## src/rtl/core/dfstl_ram.sv

```systemverilog
// ----------------------------------------------------------------------------
// dfstl_ram: generic simple dual-port RAM
// One write port, one read port, read data registered.
// ----------------------------------------------------------------------------
module dfstl_ram #(
  parameter int WIDTH = 8,
  parameter int DEPTH = 64
) (
  input  logic                                   clk,
  input  logic                                   we,
  input  logic [((DEPTH > 1) ? $clog2(DEPTH) : 1)-1:0] waddr,
  input  logic [WIDTH-1:0]                       wdata,
  input  logic                                   re,
  input  logic [((DEPTH > 1) ? $clog2(DEPTH) : 1)-1:0] raddr,
  output logic [WIDTH-1:0]                       rdata
);

  logic [WIDTH-1:0] mem [DEPTH];
  logic [WIDTH-1:0] rdata_r;

  always_ff @(posedge clk) begin
    if (we) begin
      mem[waddr] <= wdata;
    end
    if (re) begin
      rdata_r <= mem[raddr];
    end
  end

  assign rdata = rdata_r;

endmodule

```

## config.mk

```make
export PLATFORM = sky130hd
export DESIGN_NAME = dfstl_ram
export DESIGN_NICKNAME = d
export VERILOG_FILES = /design/src/rtl/core/dfstl_ram.sv
export SDC_FILE = /design/constraint.sdc
export NUM_CORES = 1
export LEC_CHECK = 0
export ABC_CLOCK_PERIOD_IN_PS = 3100
export BUFFER_PORTS_ARGS = -buffer_cell sky130_fd_sc_hd__buf_2
export CAP_MARGIN = 20
export CORE_MARGIN = 1
export CORE_UTILIZATION = 38
export CTS_CLUSTER_SIZE = 12
export DETAILED_ROUTE_END_ITERATION = 6
export SLEW_MARGIN = 30
export SYNTH_ARGS = -nofsm -noshare
export SYNTH_HDL_FRONTEND = slang
export SYNTH_SLANG_ARGS = --single-unit
```

## constraint.sdc

```tcl
create_clock -name clk -period 3.1 [get_ports clk]
set_input_delay 0.31 -clock clk [delete_from_list [all_inputs] [get_ports clk]]
set_output_delay 0.31 -clock clk [all_outputs]
set_load 0.005 [all_outputs]
```

* Yosys cells after proc, flatten, opt, wreduce, memory -nomap -nowiden
Memory sizes are Yosys's and may differ from the RTL's. A register that Yosys moved wholly into a read port is not among the register bits.
Index checks and enable logic that the tools add are counted.
** Storage, ports and cells
- Register bits after elaboration :: 0
- Memory bits (writable) :: 512
- Output and inout bits :: 8
- Memories kept :: 1
** Operators by class
- Multiplexer cells :: 2
** Memories
- mem :: words 64, bits a word 8, rd ports 1, clocked after memory_dff 1, wr ports 1, line 18 : logic [WIDTH-1:0] mem [DEPTH];
** Operators by type and width (number)
- $mux 1 :: 2

* Longest topological paths before layout
- Depth after elaboration :: 2
- Mapped depth :: 9

* Worst setup path before layout
OpenSTA, ideal clock, no wires.
- Kind :: input port to flip-flop
- Start :: input raddr[1] in the netlist's numbering
- End :: register rdata_r[3] (netlist: rdata[3]) (read register of mem) (data pin)
- Arrival time :: 1.850 ns
- Path slack :: 0.984 ns
- Cell stages on the path :: 7
- Cell sequence :: buf_4 buf_2 buf_2 mux4_2 mux4_2 o21ai_1 o41ai_1
** RTL lines
- from (decl) :: line 14 : input logic [((DEPTH > 1) ? $clog2(DEPTH) : 1)-1:0] raddr,
- to (decl) :: line 19 : logic [WIDTH-1:0] rdata_r;

==> flow_summary.yaml <==
cells_and_area:
  layout-drive-gt1-share_pct: 29.83
  layout_common_cells: "520 x edfxtp_1, 126 x mux4_2, 98 x buf_4"
  nNetsFinal: 1098
  syn2layout_area_growth_pct: 14.95
  final_cells: 1791
  diodes: 0
  final_common_cell: "edfxtp_1"
  fillers: 4459
  multi_input_area_sq_um: 4315
  ff_latch_area_sq_um: 15620
  finish.instance_area_sq_um: 23270
timing:
  max_freq_ghz: 0.4206
  worst_pin_slew_ns: 0.8974
  period_minus_slack_ns: 2.378
  finalWorstSetupSlack_ns: 0.7223
  finalHoldViolCount: 0
  setup_viol: 0
  relSlewSlack_pct: 40.18
  finClkSkew_ns: 0.01586
  setup_tns_ns: 0
  drv_slew: 0
  fin_crit_sh_pct: 76.70
  rsz0062_at_grt: "false"
job:
  cap_violations: 0
logic_synthesis:
  seq_area_frac_synth_pct: 77.12
  synth_mux_area_share_pct: 15.88
  synth_area_sq_um: 20250
  netlist_instances: 940
  ys_ff_latch: 520
  synthDistinctLibCells: 39
  synth_fa_ha_area_share_pct: 0
  avgSynthCellArea_sq_um: 21.54
  synth_top_area_share_pct: 77.12
  synth_compound_area_share_pct: 2.064
  synth_xor_area_share_pct: 0
  synth_top_family_by_area: "multiplexers"
  synth_enable_flop_cells: 520
  yosys_warnings: 0
  syn_nets: 963
  synthFlopType: "edfxtp_1"
  synth-simple-area-share_pct: 3.374
  synth_area_leaders: "edfxtp_1 77%, mux4_2 14%, nor2_1 1.5%, mux2i_1 1.1%, mux2_2 0.72%"
  yosys.area.top_type: "edfxtp_1"
  async_reset_ff_share_pct: 0
global_routing:
  grt_pass1_vias: 10110
  grt_first_pass_wirelength_um: 68010
  grt_max_degree: 65
  grtUsageTotal_pct: 17.40
  grt-ovfl-total: 0
  antenna_found_initial: 2
setup_path:
  required_ns: 3.40
  arrival_ns: 2.67
  cp_cell_sequence: "mux4_2 > mux2_2 > o221a_2 > nor3_1 > o32ai_1"
  path_max_fanout: 1
  cp-end-kind: "flop"
  r2r-end: "rdata[4]"
  critPathSlowestCell: "nor3_1"
  rrSetupSlack_ns: 0.72
  reg2reg_depth: 5
  path_class: "flop to flop"
  startpoint_type: "flop"
  r2r_start: "mem[21][4]"
  max_stage_delay_ns: 0.53
floorplan:
  floorplan.initialDensity_pct: 38.53
  coreArea_sq_um: 52550
  die_x_um: 232.8
  num_rows: 84
  dieHeight_um: 232.8
  dieArea_sq_um: 54210
  ios: 31
cts:
  numCtsBuffers: 52
  cts_hold_buf: 0
  cts_num_sinks: 520
  cts-htree-levels: 2
  cts_max_path_buffers: 3
  clkLatencyLatePin_ns: 0.58
  cts_root_buffer: "clkbuf_16"
  cts_tree: "yes"
  clk_pin_slew_worst_paths_ns: 0.06
  cts_resized: 0
  postCtsSetupBuffers: 0
placed_design:
  placedCellCount: 1709
  gp_congestion: 0.7912
  dpl_cell_area_sq_um: 21830
  place_hpwl_um: 29670
  place_ws_ns: 0.09622
  port_buffers: 30
route:
  post_drt_wl_per_cell_um: 25.60
  vias_per_cell: 5.437
  ant_nets: 0
  route.detailed.drc: 0
  drtIter0Drc: 1053
  totalWireLength_um: 45860
  vias: 9737
  drt-pass1-iter-count: 7
power_and_ir_drop:
  switching_share_pct: 20.65
  switchingPower_mw: 2.910
  p_int_mw: 11.18
  p_per_area_nw_per_um2: 605.4
  power.clock.fraction_pct: 39.2
  irDropWorstVdd_mv: 0.3702
  pwr-share-seq_pct: 55.5
  p_comb_share_pct: 5.3
  p_leak_nw: 7.349
hold_path:
  hold_class: "input pin to flop"
  hold_path_startpoint: "re"
  min_path_cells: 1
  min_to: "rdata[7]"
outcome:
  status: "finished clean"
## stage by stage
step / hold slack (ns) / power [mW] / util [%]
global route: 0.1404 / 14.50 / 44.29
finish: 0.1528 / 14.09 / 44.29
floorplan: 0.4089 / 8.373 / -
detailed placement: 0.7390 / 8.727 / 41.53
CTS: 0.1354 / 14.22 / 44.29
global placement: 0.7353 / 8.715 / 41.52
## critical path, delay by kind of cell, from the launching register on
kind	cells	cell delay [ns]
flip-flops	1	0.38
AO/OA/AOI/OAI	2	0.44
AND/OR/NAND/NOR	1	0.53
multiplexers	2	0.76
## power by group through the flow
stage	Combinational [mW]	Clock (mW)	Sequential [mW]
6_report	0.748	5.52	7.82
2_1_floorplan	0.415	0	7.96
3_5_place_dp	0.760	0	7.97
5_1_grt	0.803	5.88	7.82
4_1_cts	0.760	5.64	7.82
3_3_place_gp	0.748	0	7.97
## synthesized netlist by cell type (3+ instances only)
cell	n
mux2_2	13
buf_2	11
nor2_1	83
nor2b_1	14
nand2_1	19
nand3b_1	3
nand2b_1	7
buf_1	4
edfxtp_1	520
buf_6	4
nor3_1	7
clkbuf_1	17
mux2i_1	23
a211oi_1	4
a221oi_1	6
buf_4	13
a22oi_1	3
o221ai_1	8
mux4_2	126
o2bb2ai_1	3
a21oi_1	3
o22ai_1	8
nand3_1	13
o2111ai_1	3
## sequential cells by signal, summed over array words and instances (netlist names)
name and cells:
mem 512, rdata 8
## routing by layer
layer	global-route usage, %	part of all wire (%)	vias up	wire length [um]
met5	0	0.050	-	23
met4	4.779	1.8	4	843
met3	3.235	6.4	56	2916
met2	28.13	49	306	22370
met1	24.13	43	5176	19710
li1	-	-	4195	-
## kinds of logic after synthesis
family | after synthesis
simple gates | 153
flops | 520
compound gates | 54
buf+inv | 51
mux | 162
## worst max path at each step
stage,from,to,slack (ns),cells after the start
after floorplan,raddr[1],rdata[3],0.98,7
after global placement,raddr[0],rdata[6],0.13,7
after detailed placement,raddr[0],rdata[6],0.1,7
after CTS,mem[21][4],rdata[4],0.65,5
after global routing,mem[20][6],rdata[6],0.61,5
final,mem[21][4],rdata[4],0.72,5
## final cells by class
| type | instances | area share [%] |
|---|---|---|
| clock buffers | 66 | 5.908 |
| clock inverters | 16 | 0.3172 |
| multi-input cells | 369 | 18.54 |
| flip-flops and latches | 520 | 67.09 |
| well taps | 688 | 3.699 |
| repair buffers | 132 | 4.446 |
Power figures use the tool's default switching activity.
